`src/sv/kot_pkg.sv`:
```
// Shared types, token and error codes, and the keyword table of the tokenizer.
`default_nettype none
package kot_pkg;

   localparam int PREFIX_DEPTH = 6;
   localparam int KW_COUNT = 15;

   typedef logic [PREFIX_DEPTH-1:0][7:0] prefix_type;

   // Queue handshake between the scanner and the result queue.
   typedef struct packed {
      logic push0;
      logic push1;
   } push_type;

   typedef struct packed {
      logic space;
   } queue_status_type;

   // Token kinds.
   localparam logic [5:0] KIND_NONE    = 6'd0;
   localparam logic [5:0] KIND_IDENT   = 6'd15;
   localparam logic [5:0] KIND_INT     = 6'd16;
   localparam logic [5:0] KIND_DEC     = 6'd17;
   localparam logic [5:0] KIND_LBRACE  = 6'd18;
   localparam logic [5:0] KIND_RBRACE  = 6'd19;
   localparam logic [5:0] KIND_LPAREN  = 6'd20;
   localparam logic [5:0] KIND_RPAREN  = 6'd21;
   localparam logic [5:0] KIND_LBRACK  = 6'd22;
   localparam logic [5:0] KIND_RBRACK  = 6'd23;
   localparam logic [5:0] KIND_COMMA   = 6'd24;
   localparam logic [5:0] KIND_SEMI    = 6'd25;
   localparam logic [5:0] KIND_ASSIGN  = 6'd26;
   localparam logic [5:0] KIND_EQ      = 6'd27;
   localparam logic [5:0] KIND_NE      = 6'd28;
   localparam logic [5:0] KIND_LT      = 6'd29;
   localparam logic [5:0] KIND_LE      = 6'd30;
   localparam logic [5:0] KIND_GT      = 6'd31;
   localparam logic [5:0] KIND_GE      = 6'd32;
   localparam logic [5:0] KIND_AND     = 6'd33;
   localparam logic [5:0] KIND_OR      = 6'd34;
   localparam logic [5:0] KIND_PLUS    = 6'd35;
   localparam logic [5:0] KIND_MINUS   = 6'd36;
   localparam logic [5:0] KIND_MULT    = 6'd37;
   localparam logic [5:0] KIND_DIV     = 6'd38;
   localparam logic [5:0] KIND_INC     = 6'd39;
   localparam logic [5:0] KIND_DECR    = 6'd40;
   localparam logic [5:0] KIND_EOF     = 6'd41;

   // Error codes.
   localparam logic [2:0] ERR_NONE  = 3'd0;
   localparam logic [2:0] ERR_CHAR  = 3'd1;
   localparam logic [2:0] ERR_AMP   = 3'd2;
   localparam logic [2:0] ERR_BAR   = 3'd3;
   localparam logic [2:0] ERR_BANG  = 3'd4;

   // Characters with a meaning of their own.
   localparam logic [7:0] CH_LF    = 8'h0A;
   localparam logic [7:0] CH_CR    = 8'h0D;
   localparam logic [7:0] CH_TAB   = 8'h09;
   localparam logic [7:0] CH_SPACE = 8'h20;
   localparam logic [7:0] CH_UNDER = 8'h5F;
   localparam logic [7:0] CH_DOT   = 8'h2E;
   localparam logic [7:0] CH_AMP   = 8'h26;
   localparam logic [7:0] CH_BAR   = 8'h7C;
   localparam logic [7:0] CH_BANG  = 8'h21;
   localparam logic [7:0] CH_EQ    = 8'h3D;
   localparam logic [7:0] CH_LT    = 8'h3C;
   localparam logic [7:0] CH_GT    = 8'h3E;
   localparam logic [7:0] CH_PLUS  = 8'h2B;
   localparam logic [7:0] CH_MINUS = 8'h2D;

   // Keyword text, first character in the low byte.
   localparam logic [47:0] KW_TEXT [KW_COUNT] = '{
      48'("niam"), 48'("diov"), 48'("tni"), 48'("taolf"), 48'("rahc"),
      48'("fi"), 48'("esle"), 48'("elihw"), 48'("daer"), 48'("tnirp"),
      48'("rof"), 48'("srav"), 48'("smarap"), 48'("ini"), 48'("ot")
   };
   localparam logic [2:0] KW_LEN [KW_COUNT] = '{
      3'd4, 3'd4, 3'd3, 3'd5, 3'd4, 3'd2, 3'd4, 3'd5,
      3'd4, 3'd5, 3'd3, 3'd4, 3'd6, 3'd3, 3'd2
   };

   function automatic logic is_letter(logic [7:0] c);
      return (c >= "a" && c <= "z") || (c >= "A" && c <= "Z");
   endfunction

   function automatic logic is_digit(logic [7:0] c);
      return c >= "0" && c <= "9";
   endfunction

   // Keyword kind for a lexeme of n stored characters, or identifier.
   function automatic logic [5:0] keyword_kind(prefix_type p, logic [2:0] n);
      logic [5:0] k;
      logic       hit;
      k = KIND_IDENT;
      for (int i = 0; i < KW_COUNT; i++) begin
         hit = (KW_LEN[i] == n);
         for (int j = 0; j < PREFIX_DEPTH; j++) begin
            if (j < int'(n) && p[j] != KW_TEXT[i][8*j +: 8]) hit = 1'b0;
         end
         if (hit) k = 6'(i);
      end
      return k;
   endfunction

endpackage
`default_nettype wire

```
`src/sv/kot_if.sv`:
```
// Stream interfaces for source characters and tokens.
`default_nettype none
interface kot_req_if;
   logic       valid;
   logic       ready;
   logic [7:0] character;
   logic       end_of_input;
   modport source (output valid, character, end_of_input, input ready);
   modport sink (input valid, character, end_of_input, output ready);
endinterface

interface kot_rsp_if #(
   parameter int POS_BITS = 16,
   parameter int LINE_BITS = 16,
   parameter int LEN_BITS = 8
);
   logic                 valid;
   logic                 ready;
   logic [5:0]           token_kind;
   logic [2:0]           error_code;
   logic [LINE_BITS-1:0] line_number;
   logic [POS_BITS-1:0]  start_offset;
   logic [LEN_BITS-1:0]  lexeme_length;
   logic [7:0]           bad_character;
   logic                 last;
   modport source (output valid, token_kind, error_code, line_number, start_offset,
                   lexeme_length, bad_character, last, input ready);
   modport sink (input valid, token_kind, error_code, line_number, start_offset,
                 lexeme_length, bad_character, last, output ready);
endinterface
`default_nettype wire

```
`src/sv/kot_front.sv`:
```
// Scanner state machine: classifies each character and builds up to two tokens.
`default_nettype none
module kot_front #(
   parameter int POS_BITS = 16,
   parameter int LINE_BITS = 16,
   parameter int LEN_BITS = 8,
   parameter int W = 6 + 3 + LINE_BITS + POS_BITS + LEN_BITS + 8 + 1
) (
   input  wire                       clock,
   input  wire                       reset,
   input  wire                       accept,
   input  wire [7:0]                 character,
   input  wire                       end_of_input,
   output kot_pkg::push_type         push,
   output logic [W-1:0]              data0,
   output logic [W-1:0]              data1
);
   import kot_pkg::*;

   typedef enum logic [3:0] {
      S_START, S_IDENT, S_INTEGER, S_DECIMAL, S_AMP, S_BAR, S_EQ, S_BANG,
      S_LT, S_GT, S_PLUS, S_MINUS, S_CR
   } state_type;

   localparam logic [LEN_BITS-1:0] LEN_MAX = {LEN_BITS{1'b1}};
   localparam logic [LINE_BITS-1:0] LINE_MAX = {LINE_BITS{1'b1}};
   localparam logic [LEN_BITS-1:0] LEN_ONE = LEN_BITS'(1);
   localparam logic [LEN_BITS-1:0] LEN_TWO = LEN_BITS'(2);

   state_type            state_ff, state_in;
   prefix_type           prefix_ff, prefix_in;
   logic [LEN_BITS-1:0]  count_ff, count_in;
   logic [POS_BITS-1:0]  tstart_ff, tstart_in;
   logic [POS_BITS-1:0]  pos_ff, pos_in;
   logic [LINE_BITS-1:0] line_ff, line_in;

   // Token fields: a is the flush or pair token, b the token begun now.
   logic                 a_v, b_v, fl_v, sc_v, sc_begin, sc_nl, done, pair_hit;
   logic [5:0]           fl_kind, sc_kind, a_kind, b_kind;
   logic [2:0]           fl_err, sc_err, a_err, b_err;
   logic [LEN_BITS-1:0]  fl_len, a_len, b_len;
   logic [POS_BITS-1:0]  a_start, b_start;
   logic [7:0]           sc_bad, b_bad, pair_char;
   logic [5:0]           pair_kind;
   state_type            sc_state;
   logic                 kw_ok;
   logic [W-1:0]         a_data, b_data;

   // Token that the current state holds, if the lexeme ends here.
   always_comb begin
      kw_ok = (count_ff <= LEN_BITS'(PREFIX_DEPTH)) && (count_ff != LEN_MAX);
      fl_v = 1'b1;
      fl_err = ERR_NONE;
      fl_len = LEN_ONE;
      fl_kind = KIND_NONE;
      pair_char = CH_EQ;
      pair_kind = KIND_EQ;
      unique case (state_ff)
         S_IDENT: begin
            fl_kind = kw_ok ? keyword_kind(prefix_ff, count_ff[2:0]) : KIND_IDENT;
            fl_len = count_ff;
         end
         S_INTEGER: begin fl_kind = KIND_INT; fl_len = count_ff; end
         S_DECIMAL: begin fl_kind = KIND_DEC; fl_len = count_ff; end
         S_AMP:   begin fl_err = ERR_AMP; pair_char = CH_AMP; pair_kind = KIND_AND; end
         S_BAR:   begin fl_err = ERR_BAR; pair_char = CH_BAR; pair_kind = KIND_OR; end
         S_BANG:  begin fl_err = ERR_BANG; pair_kind = KIND_NE; end
         S_EQ:    fl_kind = KIND_ASSIGN;
         S_LT:    begin fl_kind = KIND_LT; pair_kind = KIND_LE; end
         S_GT:    begin fl_kind = KIND_GT; pair_kind = KIND_GE; end
         S_PLUS:  begin fl_kind = KIND_PLUS; pair_char = CH_PLUS; pair_kind = KIND_INC; end
         S_MINUS: begin fl_kind = KIND_MINUS; pair_char = CH_MINUS; pair_kind = KIND_DECR; end
         default: fl_v = 1'b0;
      endcase
   end

   // Classification of a character seen from the start state.
   always_comb begin
      sc_v = 1'b1;
      sc_kind = KIND_NONE;
      sc_err = ERR_NONE;
      sc_bad = 8'd0;
      sc_begin = 1'b0;
      sc_nl = 1'b0;
      sc_state = S_START;
      unique case (character)
         "{": sc_kind = KIND_LBRACE;
         "}": sc_kind = KIND_RBRACE;
         "(": sc_kind = KIND_LPAREN;
         ")": sc_kind = KIND_RPAREN;
         "[": sc_kind = KIND_LBRACK;
         "]": sc_kind = KIND_RBRACK;
         ",": sc_kind = KIND_COMMA;
         ";": sc_kind = KIND_SEMI;
         "*": sc_kind = KIND_MULT;
         "/": sc_kind = KIND_DIV;
         CH_AMP:   begin sc_v = 1'b0; sc_begin = 1'b1; sc_state = S_AMP; end
         CH_BAR:   begin sc_v = 1'b0; sc_begin = 1'b1; sc_state = S_BAR; end
         CH_EQ:    begin sc_v = 1'b0; sc_begin = 1'b1; sc_state = S_EQ; end
         CH_BANG:  begin sc_v = 1'b0; sc_begin = 1'b1; sc_state = S_BANG; end
         CH_LT:    begin sc_v = 1'b0; sc_begin = 1'b1; sc_state = S_LT; end
         CH_GT:    begin sc_v = 1'b0; sc_begin = 1'b1; sc_state = S_GT; end
         CH_PLUS:  begin sc_v = 1'b0; sc_begin = 1'b1; sc_state = S_PLUS; end
         CH_MINUS: begin sc_v = 1'b0; sc_begin = 1'b1; sc_state = S_MINUS; end
         CH_LF:    begin sc_v = 1'b0; sc_nl = 1'b1; end
         CH_CR:    begin sc_v = 1'b0; sc_nl = 1'b1; sc_state = S_CR; end
         CH_SPACE, CH_TAB: sc_v = 1'b0;
         default: begin
            if (is_letter(character)) begin
               sc_v = 1'b0; sc_begin = 1'b1; sc_state = S_IDENT;
            end else if (is_digit(character)) begin
               sc_v = 1'b0; sc_begin = 1'b1; sc_state = S_INTEGER;
            end else begin
               sc_err = ERR_CHAR;
               sc_bad = character;
            end
         end
      endcase
   end

   // Next state and the tokens of this beat.
   always_comb begin
      state_in = state_ff;
      prefix_in = prefix_ff;
      count_in = count_ff;
      tstart_in = tstart_ff;
      pos_in = pos_ff;
      line_in = line_ff;
      a_v = 1'b0;
      a_kind = fl_kind;
      a_err = fl_err;
      a_len = fl_len;
      a_start = tstart_ff;
      b_v = 1'b0;
      b_kind = sc_kind;
      b_err = sc_err;
      b_len = LEN_ONE;
      b_start = pos_ff;
      b_bad = sc_bad;
      done = 1'b0;
      pair_hit = 1'b0;
      unique case (state_ff)
         S_IDENT: done = is_letter(character) || is_digit(character) ||
                         character == CH_UNDER;
         S_INTEGER: done = is_digit(character) || character == CH_DOT;
         S_DECIMAL: done = is_digit(character);
         S_AMP, S_BAR, S_EQ, S_BANG, S_LT, S_GT, S_PLUS, S_MINUS: begin
            pair_hit = (character == pair_char);
            done = pair_hit;
         end
         S_CR: done = (character == CH_LF);
         default: done = 1'b0;
      endcase
      if (accept) begin
         if (end_of_input) begin
            a_v = fl_v;
            b_v = 1'b1;
            b_kind = KIND_EOF;
            b_err = ERR_NONE;
            b_len = '0;
            b_bad = 8'd0;
            state_in = S_START;
            prefix_in = '0;
            count_in = '0;
            tstart_in = '0;
            pos_in = '0;
            line_in = LINE_BITS'(1);
         end else begin
            pos_in = pos_ff + POS_BITS'(1);
            if (done) begin
               if (pair_hit) begin
                  a_v = 1'b1;
                  a_kind = pair_kind;
                  a_err = ERR_NONE;
                  a_len = LEN_TWO;
                  state_in = S_START;
                  count_in = '0;
               end else if (state_ff == S_CR) begin
                  state_in = S_START;
               end else begin
                  // Extend the lexeme; only the first characters are kept.
                  if (count_ff < LEN_BITS'(PREFIX_DEPTH))
                     prefix_in[count_ff[2:0]] = character;
                  if (count_ff != LEN_MAX) count_in = count_ff + LEN_ONE;
                  if (state_ff == S_INTEGER && character == CH_DOT)
                     state_in = S_DECIMAL;
               end
            end else begin
               a_v = fl_v;
               b_v = sc_v;
               state_in = sc_state;
               count_in = sc_begin ? LEN_ONE : '0;
               if (sc_begin) begin
                  tstart_in = pos_ff;
                  prefix_in[0] = character;
               end
               if (sc_nl && line_ff != LINE_MAX) line_in = line_ff + LINE_BITS'(1);
            end
         end
      end
   end

   // Pack the tokens in order and mark the final one.
   always_comb begin
      a_data = {a_kind, a_err, line_ff, a_start, a_len, 8'd0, 1'b0};
      b_data = {b_kind, b_err, line_ff, b_start, b_len, b_bad, 1'b1};
      push.push0 = a_v | b_v;
      push.push1 = a_v & b_v;
      data0 = a_v ? {a_data[W-1:1], ~b_v} : b_data;
      data1 = b_data;
   end

   always_ff @(posedge clock) begin
      if (reset) begin
         state_ff <= S_START;
         count_ff <= '0;
         tstart_ff <= '0;
         pos_ff <= '0;
         line_ff <= LINE_BITS'(1);
      end else begin
         state_ff <= state_in;
         count_ff <= count_in;
         tstart_ff <= tstart_in;
         pos_ff <= pos_in;
         line_ff <= line_in;
      end
      prefix_ff <= prefix_in;
   end

endmodule
`default_nettype wire

```
`src/sv/kot_queue.sv`:
```
// Four-entry token queue: up to two entries in per cycle, one out while ready.
`default_nettype none
module kot_queue #(
   parameter int W = 8
) (
   input  wire                          clock,
   input  wire                          reset,
   input  kot_pkg::push_type            push,
   input  wire [W-1:0]                  data0,
   input  wire [W-1:0]                  data1,
   output kot_pkg::queue_status_type    status,
   output logic                         out_valid,
   input  wire                          out_ready,
   output logic [W-1:0]                 out_data
);
   import kot_pkg::*;

   logic [W-1:0] entry_ff [4];
   logic [1:0]   wr_ff, wr_in, rd_ff, rd_in;
   logic [2:0]   count_ff, count_in;
   logic         pop;

   // Pointer and fill bookkeeping.
   always_comb begin
      pop = out_valid & out_ready;
      wr_in = wr_ff + 2'(push.push0) + 2'(push.push1);
      rd_in = rd_ff + 2'(pop);
      count_in = count_ff + 3'(push.push0) + 3'(push.push1) - 3'(pop);
      out_valid = (count_ff != 3'd0);
      out_data = entry_ff[rd_ff];
      status.space = (count_ff <= 3'd2);
   end

   always_ff @(posedge clock) begin
      if (reset) begin
         wr_ff <= '0;
         rd_ff <= '0;
         count_ff <= '0;
      end else begin
         wr_ff <= wr_in;
         rd_ff <= rd_in;
         count_ff <= count_in;
      end
      if (push.push0) entry_ff[wr_ff] <= data0;
      if (push.push1) entry_ff[wr_ff + 2'd1] <= data1;
   end

endmodule
`default_nettype wire

```
`src/sv/keyword_operator_tokenizer.sv`:
```
// Top level of the character-stream tokenizer.
//
// The req channel carries one source byte per beat, or an end_of_input
// beat that flushes any pending token and produces the EOF token. The rsp
// channel carries one token or error per beat; last marks the final result
// caused by an input beat, which may cause zero, one or two results.
// A word, number or operator that may run on is known when the byte after
// it arrives, other results at their own byte; each is written into the
// queue as that byte is taken. The scanner takes one byte per cycle. A
// four-entry queue separates it from the rsp side; the scanner stalls
// while fewer than two entries are free, so bytes that give two results
// each are paced by the one-token per cycle drain of the queue. When the
// receiver stalls, tokens wait in the queue and req ready falls once
// fewer than two entries are free. Reset is synchronous and sets line 1,
// offset 0, the start state and an empty queue.
`default_nettype none
module keyword_operator_tokenizer #(
   parameter int POS_BITS = 16,
   parameter int LINE_BITS = 16,
   parameter int LEN_BITS = 8
) (
   input wire      clock,
   input wire      reset,
   kot_req_if.sink req_bus,
   kot_rsp_if.source rsp_bus
);
   import kot_pkg::*;

   localparam int W = 6 + 3 + LINE_BITS + POS_BITS + LEN_BITS + 8 + 1;

   push_type         push;
   queue_status_type status;
   logic [W-1:0]     data0, data1, out_data;
   logic             accept;

   assign req_bus.ready = status.space;
   assign accept = req_bus.valid & status.space;

   kot_front #(
      .POS_BITS(POS_BITS), .LINE_BITS(LINE_BITS), .LEN_BITS(LEN_BITS), .W(W)
   ) u_front (
      .clock(clock),
      .reset(reset),
      .accept(accept),
      .character(req_bus.character),
      .end_of_input(req_bus.end_of_input),
      .push(push),
      .data0(data0),
      .data1(data1)
   );

   kot_queue #(.W(W)) u_queue (
      .clock(clock),
      .reset(reset),
      .push(push),
      .data0(data0),
      .data1(data1),
      .status(status),
      .out_valid(rsp_bus.valid),
      .out_ready(rsp_bus.ready),
      .out_data(out_data)
   );

   // Unpack the queue head onto the rsp channel.
   assign {rsp_bus.token_kind, rsp_bus.error_code, rsp_bus.line_number,
           rsp_bus.start_offset, rsp_bus.lexeme_length, rsp_bus.bad_character,
           rsp_bus.last} = out_data;

endmodule
`default_nettype wire

```
`src/flat_wrapper.sv`:
```
// flat-port wrapper written by rule: the top's interface ports become plain ports
module keyword_operator_tokenizer_flat import kot_pkg::*;
#(
   parameter int POS_BITS = 16,
   parameter int LINE_BITS = 16,
   parameter int LEN_BITS = 8
)
  (clock, reset, req_bus_valid, req_bus_character, req_bus_end_of_input, req_bus_ready, rsp_bus_valid, rsp_bus_token_kind, rsp_bus_error_code, rsp_bus_line_number, rsp_bus_start_offset, rsp_bus_lexeme_length, rsp_bus_bad_character, rsp_bus_last, rsp_bus_ready);
  kot_req_if req_bus_i ();
  kot_rsp_if #(.POS_BITS(POS_BITS), .LINE_BITS(LINE_BITS), .LEN_BITS(LEN_BITS)) rsp_bus_i ();
  input wire clock;
  input wire reset;
  input wire logic [$bits(req_bus_i.valid)-1:0] req_bus_valid;
  input wire logic [$bits(req_bus_i.character)-1:0] req_bus_character;
  input wire logic [$bits(req_bus_i.end_of_input)-1:0] req_bus_end_of_input;
  output wire logic [$bits(req_bus_i.ready)-1:0] req_bus_ready;
  output wire logic [$bits(rsp_bus_i.valid)-1:0] rsp_bus_valid;
  output wire logic [$bits(rsp_bus_i.token_kind)-1:0] rsp_bus_token_kind;
  output wire logic [$bits(rsp_bus_i.error_code)-1:0] rsp_bus_error_code;
  output wire logic [$bits(rsp_bus_i.line_number)-1:0] rsp_bus_line_number;
  output wire logic [$bits(rsp_bus_i.start_offset)-1:0] rsp_bus_start_offset;
  output wire logic [$bits(rsp_bus_i.lexeme_length)-1:0] rsp_bus_lexeme_length;
  output wire logic [$bits(rsp_bus_i.bad_character)-1:0] rsp_bus_bad_character;
  output wire logic [$bits(rsp_bus_i.last)-1:0] rsp_bus_last;
  input wire logic [$bits(rsp_bus_i.ready)-1:0] rsp_bus_ready;
  assign req_bus_i.valid = req_bus_valid;
  assign req_bus_i.character = req_bus_character;
  assign req_bus_i.end_of_input = req_bus_end_of_input;
  assign req_bus_ready = req_bus_i.ready;
  assign rsp_bus_valid = rsp_bus_i.valid;
  assign rsp_bus_token_kind = rsp_bus_i.token_kind;
  assign rsp_bus_error_code = rsp_bus_i.error_code;
  assign rsp_bus_line_number = rsp_bus_i.line_number;
  assign rsp_bus_start_offset = rsp_bus_i.start_offset;
  assign rsp_bus_lexeme_length = rsp_bus_i.lexeme_length;
  assign rsp_bus_bad_character = rsp_bus_i.bad_character;
  assign rsp_bus_last = rsp_bus_i.last;
  assign rsp_bus_i.ready = rsp_bus_ready;
  keyword_operator_tokenizer #(.POS_BITS(POS_BITS), .LINE_BITS(LINE_BITS), .LEN_BITS(LEN_BITS)) u_core (.clock(clock), .reset(reset), .req_bus(req_bus_i), .rsp_bus(rsp_bus_i));
endmodule
```
`config.mk`:
```
export PLATFORM = sky130hd
export DESIGN_NAME = keyword_operator_tokenizer_flat
export DESIGN_NICKNAME = d
export VERILOG_FILES = /design/src/sv/kot_pkg.sv /design/src/sv/kot_if.sv /design/src/sv/kot_front.sv /design/src/sv/kot_queue.sv /design/src/sv/keyword_operator_tokenizer.sv /design/src/flat_wrapper.sv
export SDC_FILE = /design/constraint.sdc
export NUM_CORES = 1
export LEC_CHECK = 0
export BUFFER_PORTS_ARGS = -buffer_cell sky130_fd_sc_hd__buf_2
export CAP_MARGIN = 25
export CORE_ASPECT_RATIO = 1.75
export CORE_UTILIZATION = 55
export CTS_CLUSTER_DIAMETER = 150
export CTS_CLUSTER_SIZE = 8
export DETAILED_ROUTE_END_ITERATION = 6
export MAX_ROUTING_LAYER = met4
export PLACE_DENSITY = 0.86
export SYNTH_ARGS = -nofsm -noshare
export SYNTH_HDL_FRONTEND = slang
export SYNTH_SLANG_ARGS = --single-unit
export TNS_END_PERCENT = 20
```
`constraint.sdc`:
```
create_clock -name clock -period 4.7 [get_ports clock]
set_clock_uncertainty 0.15 [all_clocks]
set_input_delay 0.94 -clock clock [delete_from_list [all_inputs] [get_ports clock]]
set_output_delay 0.94 -clock clock [all_outputs]
set_load 0.05 [all_outputs]
```
==> reports/results.md, run 1 <==
| Metric | Reported |
|---|---|
| Global-route wire length before repair | 76400 um |
| Primary FF master, synth | sky130_fd_sc_hd__edfxtp_1 |
| Final Slew Violations | 0 |
| Die Ht | 240 um |
| Count of unresolved DRC violations after routing | 0 |
| Total net switching power | 0.00352 W |
| Number of design-rule violations left by the first detailed-router iteration | 1322 |
| Switching part of the total | 35.0% |
| CP cell instances | buf_2, buf_4, nand2b_1, o2bb2a_1, o32ai_1, nor3_1, a31oi_2, buf_4, nand2b_1, and2_4, inv_2, buf_12, and2_1 |
| CTS clock-pin slew for the worst setup and hold paths | 0.06 ns |
| Fraction of final layout cells sized beyond drive strength 1 | 17.9% |
| Number of I/O pins | 73 |
| Number of distinct library cell variants in the gate-level netlist after synthesis | 93 |
| Endpoint kind of the worst setup timing path | register |
| Internal cell power | 0.00653 W |
| Total wire length after detailed routing | 50000 um |
| Initial core utilization | 56.1% |
| Hold-fix buffers at CTS | 0 |
| Combinational share of power | 28.2% |
| Crit Path Category | input port to register |
| Die outline area | 0.0330 mm^2 |
| Delay contributed by the slowest stage of the critical path | 0.46 ns |
| Number of flops mapped to enable cells by yosys | 240 |
| CP Launch Type | input port |
| Relative slew slack | 26.7% |
| Unrepaired setup endpoints after global routing | false |
| Clock power share | 32.8% |
| Count of final setup violators | 0 |
| Number of inserted filler cells in the final layout | 2253 |
| Max-cap violations | 0 |
| # H-tree levels | 2 |
| Highest clock rate | 244 MHz |
| RePlAce Congestion | 0.992 |
| Cell count after synthesis | 1563 |
| Mean post-synth cell area | 11.4 um^2 |
| Data arrival, critical path | 4.28 ns |
| Global route total overflow | 0 |
| Leading area contributor after synthesis | sky130_fd_sc_hd__edfxtp_1 |
| CTS root buffer | sky130_fd_sc_hd__clkbuf_16 |
| Outcome | complete, no violations |
| TritonCTS Sinks | 347 |
| Leading cell type by number of instances after synthesis | sky130_fd_sc_hd__edfxtp_1 |
| IR drop worst, VDD | 0.554 mV |
| First-pass detailed-route iteration total | 5 |
| Core area | 0.0316 mm^2 |
| Slowest cell on the critical path | sky130_fd_sc_hd__o32ai_1 |
| Area grow syn2layout | 14.0% |
| TritonCTS Buffers | 49 |
| Path category of the worst min-delay check | register to register |
| Final critical-path required period | 4.10 ns |
| Seq pwr share | 39.0% |
| Netlist area before placement | 0.0178 mm^2 |
| Crit path required time | 4.87 ns |
| Post-CTS setup-driven buffer insertion count | 0 |
| Drt via density | 6.74 |
| Maximum fanout along the worst path | 39 |
| Period Utilization, post-route | 87.3% |
| Count of input and output buffers | 72 |
| Nets in the synthesized netlist | 1591 |
| Most common library cells after synthesis | 240 x sky130_fd_sc_hd__edfxtp_1, 180 x sky130_fd_sc_hd__nor2_1, 107 x sky130_fd_sc_hd__dfxtp_1, 97 x sky130_fd_sc_hd__nand2_1, 92 x sky130_fd_sc_hd__a22o_1 |
| Sequential area share after synthesis | 52.7% |
| Power per cell area | 496 mW/mm^2 |
| Largest net degree at the start of global routing | 57 |
| Final core utilization | 64.0% |
| Routed WL per cell | 24.0 um |
| Maximum buffer depth of the clock tree | 3 |
| TritonCTS clock tree | yes |
| Yosys warnings | 0 |
| Hold violation total from the final report | 0 |
| Antenna violations before repair | 1 |
| Placed wire-length estimate | 34200 um |
| Largest cells by area after synthesis | sky130_fd_sc_hd__edfxtp_1 41%, sky130_fd_sc_hd__dfxtp_1 12%, sky130_fd_sc_hd__mux4_2 7.4%, sky130_fd_sc_hd__a22o_1 4.5%, sky130_fd_sc_hd__nor2_1 3.8% |
| CTS-repair resized insts | 0 |
| Area share of the leading cell type in the synthesized netlist | 40.6% |
| Async S/R FF share, synth | 0% |
| Number of nets at the end of the flow | 1676 |
| Vias in the first global route | 14300 |
| Leakage | 7.13 nW |
| Total number of placement rows | 86 |
| Total number of vias | 14000 |
| Slew at the pin closest to its max-slew limit | 1.10 ns |
| Total negative slack for setup checks | 0 ns |
| Width of the die | 138 um |
| Total routing resource utilization after global routing | 31.7% |
| Clock latency on the worst-skew pair | 0.57 ns |
| Synth Register Bits | 347 |
| Final antenna-violating net count | 0 |
==> area by class of cell <==
cell class                      count  area, um^2  share of cell area [%]
Multi-Input combinational cell   1067        7770                    38.4
Sequential cell                   347        9350                    46.2
Inverter                           33         126                   0.624
Clock buffer                       86        1390                    6.85
Timing Repair Buffer              150        1070                    5.27
Clock inverter                      3        43.8                   0.216
Tap cell                          396         495                    2.45
Antenna cell                        1        2.50                  0.0124
==> critical path, delay by kind of cell <==
kind,cells,cell delay [ns]
buf+inv,5,0.92
simple gates,5,1.20
compound gates,3,1.18
==> cells in the final DEF (no fill, tap or decap), drive strengths merged, types with 13 or more instances in the layout <==
master,instances
nor3,35
o22ai,26
a22o,92
a21oi,62
nand3,33
clkbuf,86
nand4,20
nand3b,13
nor2b,15
nand2b,14
and2,68
nor4,18
mux2i,43
xnor2,17
inv,32
dfxtp,107
o21ai,47
mux4,58
nor2,181
nand2,97
or3,17
a31oi,23
edfxtp,240
a22oi,17
buf,150
==> metal layers <==
layer,part of all wire (%),routed length [um],GRT usage [%]
met3,6.0,3000,4.91
met5,0,0,-
met2,53,26500,54.9
met4,8.5,4230,25.9
met1,33,16300,30.6
==> power by group through the flow <==
stage | clock, W | combinational, W | sequential (W)
finish | 0.00329 | 0.00283 | 0.00391
global route | 0.00341 | 0.00298 | 0.00394
CTS | 0.00330 | 0.00283 | 0.00391
detailed placement | 0 | 0.00281 | 0.00396
global placement | 0 | 0.00277 | 0.00394
floorplan | 0 | 0.00214 | 0.00379
==> kinds of logic (layout without fill, tap and decap cells) <==
kind of cell,Yosys count,count (layout),synth area share (%)
simple gates,581,581,17.2
fa+ha+maj,15,15,1.18
buf+inv,149,272,3.65
xor+xnor,29,29,1.43
other cells,0,1,0
flops,347,347,52.7
compound gates,341,341,14.1
mux,101,101,9.78
==> through the flow <==
| stage | power (W) | std cells | area (um^2) | hold WS [ns] | setup WS (ns) |
|---|---|---|---|---|---|
| 4_1_cts | 0.0100 | 2082 | 20200 | 0.318 | 0.702 |
| 2_1_floorplan | 0.00593 | 1563 | 17800 | 0.285 | 0.307 |
| 6_report | 0.0100 | 2083 | 20200 | 0.322 | 0.596 |
| 3_3_place_gp | 0.00671 | 1992 | 18800 | 0.296 | 0.176 |
| 5_1_grt | 0.0103 | 2083 | 20200 | 0.340 | 0.427 |
| 3_5_place_dp | 0.00677 | 1993 | 18800 | 0.308 | 0.189 |
==> registers in the layout, summed over array words and instances, names as in the netlist <==
name / cells
u_core.u_queue.entry_ff: 232
u_core.u_front.prefix_ff: 48
u_core.u_front.a_start: 16
u_core.u_front.b_start: 16
u_core.u_front.line_ff: 16
u_core.u_front.count_ff: 8
u_core.u_front.state_ff: 4
u_core.u_queue.count_ff: 3
u_core.u_queue.rd_ff: 2
u_core.u_queue.wr_ff: 2
==> path summary, 6_finish.rpt <==
kind,from,end,slack [ns],depth (start not counted)
min reg2reg,u_core.u_queue.entry_ff[3][10],u_core.u_queue.entry_ff[3][10],0.32,1
max reg2reg,u_core.u_front.state_ff[3],u_core.u_queue.entry_ff[2][42],0.64,13
min,u_core.u_queue.entry_ff[3][10],u_core.u_queue.entry_ff[3][10],0.32,1
max,req_bus_character[0],u_core.u_queue.entry_ff[2][42],0.60,13
Note: power is estimated with default switching activity, not from simulation.
==> run 2: changes to the inputs <==
--- a/config.mk
+++ b/config.mk
@@ -16,5 +16,6 @@
 export PLACE_DENSITY = 0.86
 export SYNTH_ARGS = -nofsm -noshare
 export SYNTH_HDL_FRONTEND = slang
+export SYNTH_HIERARCHICAL = 1
 export SYNTH_SLANG_ARGS = --single-unit
 export TNS_END_PERCENT = 20
==> run 2 against run 1 <==
Compared with the run above: combinational power increased by 6%; routed wire length increased by 7.1%; maximum frequency decreased by 1.7%; register-to-register slack got worse by 0.11 ns; final area increased by 8.8%; count of clock-buffer cells in the layout increased by 2; critical path depth increased by 2; critical path type is now register to register; critical endpoint is now u_core/u_queue/count_ff[2]; largest cell class unchanged.
==> reports/results.md, run 2 <==
| Metric | Reported | Delta |
|---|---|---|
| CP Launch Point | u_core/u_front/state_ff[0] |  |
| Outcome | complete, no violations |  |
| Area grow syn2layout | 12.6% |  |
| Total number of vias | 13900 | -1.3% |
| Global route total overflow | 0 | unchanged |
| Number of flops mapped to enable cells by yosys | 280 | +17% |
| Drt via density | 6.45 | -4.4% |
| Count of final setup violators | 0 | unchanged |
| Vias in the first global route | 14400 | +0.92% |
| Area share of the leading cell type in the synthesized netlist | 43.0% | +2.4 points |
| Delay contributed by the slowest stage of the critical path | 0.67 ns | +0.21 ns |
| Core area | 0.0352 mm^2 | +11% |
| CTS clock-pin slew for the worst setup and hold paths | 0.05 ns | about the same |
| Max-cap violations | 0 | unchanged |
| CP cell instances | nor4b_2, nand4_1, a21oi_4, buf_4, o21ai_1, nand2_1, o21ai_0, buf_4, inv_1, ha_1, inv_1, fa_1, fa_1, xor2_1, nor2_1 |  |
| Crit Reg-Reg Startpoint | u_core/u_front/state_ff[0] |  |
| RePlAce Congestion | 1.01 | +2.0% |
| Total number of placement rows | 91 | +5.8% |
| Adder-Cell Fraction of Synth Area | 0.819% | -0.37 points |
| Power per cell area | 468 mW/mm^2 | -5.7% |
| Global-route wire length before repair | 82600 um | +8.1% |
| Combinational share of power | 29.1% | +0.9 points |
| Async S/R FF share, synth | 0% | unchanged |
| Cell count after synthesis | 1576 | +0.83% |
| Overall power | 0.0103 W | +2.7% |
| Share of synthesized cell area in and, or, nand and nor gates | 13.8% | -3.4 points |
| Compound-Gate Fraction of Synth Area | 7.43% | -6.7 points |
| Seq pwr share | 39.0% | about the same |
| Clock latency on the worst-skew pair | 0.57 ns | about the same |
| Final critical-path required period | 4.17 ns | +0.0690 ns |
| Final worst slack | 0.527 ns | -0.0690 ns |
| Data arrival, critical path | 4.45 ns | +0.17 ns |
| CP endpoint | u_core/u_queue/count_ff[2] |  |
| Routed WL per cell | 24.9 um | +3.7% |
| Switching part of the total | 34.9% | -0.068 points |
| TritonCTS Buffers | 49 | unchanged |
| Relative slew slack | 32.2% | +5.5 points |
| Largest registers | u_core/u_queue/entry_ff: 232 flops, u_core/u_front/prefix_ff: 48 flops |  |
| Yosys warnings | 6 | +6 |
| Dominant combinational cell family by area after synthesis | multiplexers |  |
| Global route hottest layer | met2 |  |
| Most flop-heavy register | u_core/u_queue/entry_ff |  |
| Most used cells in the layout excluding fill and tap cells | 280 x sky130_fd_sc_hd__edfxtp_1, 232 x sky130_fd_sc_hd__mux2_2, 117 x sky130_fd_sc_hd__nor2_1, 105 x sky130_fd_sc_hd__nand2_1, 72 x sky130_fd_sc_hd__buf_2 |  |
| Total routing resource utilization after global routing | 31.3% | -0.42 points |
| Hold-fix buffers at CTS | 0 | unchanged |
| Slowest cell on the critical path | sky130_fd_sc_hd__dfxtp_1 |  |
| Maximum buffer depth of the clock tree | 3 | unchanged |
| Endpoint kind of the worst setup timing path | register |  |
| Number of design-rule violations left by the first detailed-router iteration | 1013 | -23% |
| Antenna violations before repair | 0 | -1 |
| Met3 demand-to-capacity share in global routing | 3.91% | -1.0 points |
| Fraction of final layout cells sized beyond drive strength 1 | 32.1% | +14 points |
| Period Utilization, post-route | 88.8% | +1.5 points |
| IR drop worst, VDD | 0.323 mV | -42% |
| Unrepaired setup endpoints after global routing | false |  |
| Met2 capacity usage during global routing | 54.5% | -0.36 points |
| Path category of the worst min-delay check | register to register |  |
| Width of the die | 145 um | +4.9% |
| Clock power share | 31.9% | -0.9 points |
| Antenna diodes | 0 | -1 |
| Final antenna-violating net count | 0 | unchanged |
| Depth of the worst register-to-register path | 15 | +2 |
| TritonCTS Sinks | 347 | unchanged |
| Worst setup slack before clock tree synthesis | 0.197 ns | +0.00857 ns |
| Highest clock rate | 240 MHz | -1.7% |
| Fraction of synthesized cell area in xor and xnor cells | 1.12% | -0.31 points |
| Primary FF master, synth | sky130_fd_sc_hd__edfxtp_1 |  |
| Number of nets at the end of the flow | 1671 | -0.30% |
| Initial core utilization | 55.6% | -0.53 points |
| Leading cell type in the layout, fill and taps excluded | sky130_fd_sc_hd__edfxtp_1 |  |
| Final Slew Violations | 0 | unchanged |
| Die outline area | 0.0363 mm^2 | +10% |
| Largest cells by area after synthesis | sky130_fd_sc_hd__edfxtp_1 43%, sky130_fd_sc_hd__mux2_2 13%, sky130_fd_sc_hd__dfxtp_1 6.9%, sky130_fd_sc_hd__mux4_2 6.7%, sky130_fd_sc_hd__mux2i_1 2.7% |  |
| Global-route track usage on met1 | 32.6% | +2.0 points |
| Total net switching power | 0.00360 W | +2.5% |
| Reg-to-reg endpoint | u_core/u_queue/count_ff[2] |  |
| Netlist area before placement | 0.0196 mm^2 | +10% |
| Mean post-synth cell area | 12.4 um^2 | +9.3% |
| First-pass detailed-route iteration total | 6 | +1 |
| Slew at the pin closest to its max-slew limit | 1.02 ns | -0.0822 ns |
| Number of I/O pins | 73 | unchanged |
| Leading area contributor after synthesis | sky130_fd_sc_hd__edfxtp_1 |  |
| Count of input and output buffers | 72 | unchanged |
| Crit Path Category | register to register |  |
| Most common library cells after synthesis | 280 x sky130_fd_sc_hd__edfxtp_1, 232 x sky130_fd_sc_hd__mux2_2, 119 x sky130_fd_sc_hd__nor2_1, 106 x sky130_fd_sc_hd__nand2_1, 67 x sky130_fd_sc_hd__dfxtp_1 |  |
| Total wire length after detailed routing | 53600 um | +7.1% |
| Die Ht | 251 um | +4.9% |
| Multiplexer fraction of the synthesized cell area | 22.7% | +13 points |
| Post-CTS setup-driven buffer insertion count | 0 | unchanged |
| Worst setup slack for register-to-register paths | 0.53 ns | -0.11 ns |
| Number of flip-flops in the largest register | 232 | unchanged |
| Sequential area share after synthesis | 49.8% | -2.8 points |
| Count of unresolved DRC violations after routing | 0 | unchanged |
| CTS-repair resized insts | 0 | unchanged |
| Largest net degree at the start of global routing | 44 | -23% |
| Internal cell power | 0.00671 W | +2.8% |
| Leading cell type by number of instances after synthesis | sky130_fd_sc_hd__edfxtp_1 |  |
| CP Launch Type | register |  |
| Synth Register Bits | 347 | unchanged |
| CTS root buffer | sky130_fd_sc_hd__clkbuf_16 |  |
| Number of distinct library cell variants in the gate-level netlist after synthesis | 94 | +1.1% |
| Hold violation total from the final report | 0 | unchanged |
| Crit path required time | 4.98 ns | +0.11 ns |
| TritonCTS clock tree | yes |  |
| Leakage | 7.96 nW | +12% |
| Placed wire-length estimate | 36300 um | +6.3% |
| Maximum fanout along the worst path | 16 | -59% |
| # H-tree levels | 2 | unchanged |
## run 2: cell count changes after synthesis, sizes merged, moves of 20 or more
cell and change:
mux2 +232, a22o -75, nor2 -61, and2 -54
buf +53, dfxtp -40, edfxtp +40, clkbuf -37
o22ai -23, and3 +20
## run 2: layer usage
metal	wire length, um	vias to the layer above
met5	0	-
met2	28600	660
li1	-	6200
met4	3930	0
met1	18200	6802
met3	2890	208
## run 2: kinds of logic (layout without fill, tap and decap cells)
logic type | after synthesis | count (layout)
adders and majority gates | 11 | 11
xor gates and xnor gates | 25 | 25
DFF | 347 | 347
muxes | 343 | 343
AOI/OAI and AO/OA | 198 | 198
and+or+nand+nor | 490 | 490
other | 2 | 10
buffers and inverters | 160 | 263
## run 2: stage by stage
step	setup TNS, ns	cell area, um^2	instances	utilization, %	hold slack (ns)
2_1_floorplan	-74.20	19600	1584	-	0.299
4_1_cts	0	22000	2152	62.6	0.330
5_1_grt	0	22000	2152	62.6	0.345
6_report	0	22000	2152	62.6	0.329
3_5_place_dp	0	20600	2061	58.5	0.314
3_3_place_gp	0	20600	2060	58.5	0.312
## run 2: worst max-delay path, delay by kind of cell, from the launching register on
family                     cells  cell delay, ns
DFF                            1            0.67
and+or+nand+nor                4            1.15
AOI/OAI and AO/OA              3            0.41
adders and majority gates      3            0.94
buffers and inverters          4            0.51
xor gates and xnor gates       1            0.18
## run 2: power groups by stage
stage | sequential [W] | combinational [W] | clock (W)
6_report | 0.00402 | 0.00300 | 0.00329
4_1_cts | 0.00402 | 0.00299 | 0.00333
3_3_place_gp | 0.00405 | 0.00294 | 0
3_5_place_dp | 0.00408 | 0.00297 | 0
2_1_floorplan | 0.00392 | 0.00231 | 0
5_1_grt | 0.00406 | 0.00314 | 0.00346
## run 2: layout make-up
type	count	area [um^2]
fill	2527	13200
sequential	347	9750
multi-input combinational	1077	9080
clock buffer	88	1390
timing repair buffer	144	1070
tap	465	582
inverter	28	105
clock inverter	3	43.8
## run 2: worst min-delay path by stage
stage | startpoint | to | cells past startpoint
after detailed placement | u_core/u_front/a_start[11] | u_core/u_front/a_start[11] | 1
after floorplan | u_core/u_front/a_start[10] | u_core/u_front/a_start[10] | 1
final | u_core/u_front/a_start[8] | u_core/u_front/a_start[8] | 1
after global routing | u_core/u_front/a_start[8] | u_core/u_front/a_start[8] | 1
after CTS | u_core/u_front/a_start[8] | u_core/u_front/a_start[8] | 1
after global placement | u_core/u_front/a_start[8] | u_core/u_front/a_start[8] | 1
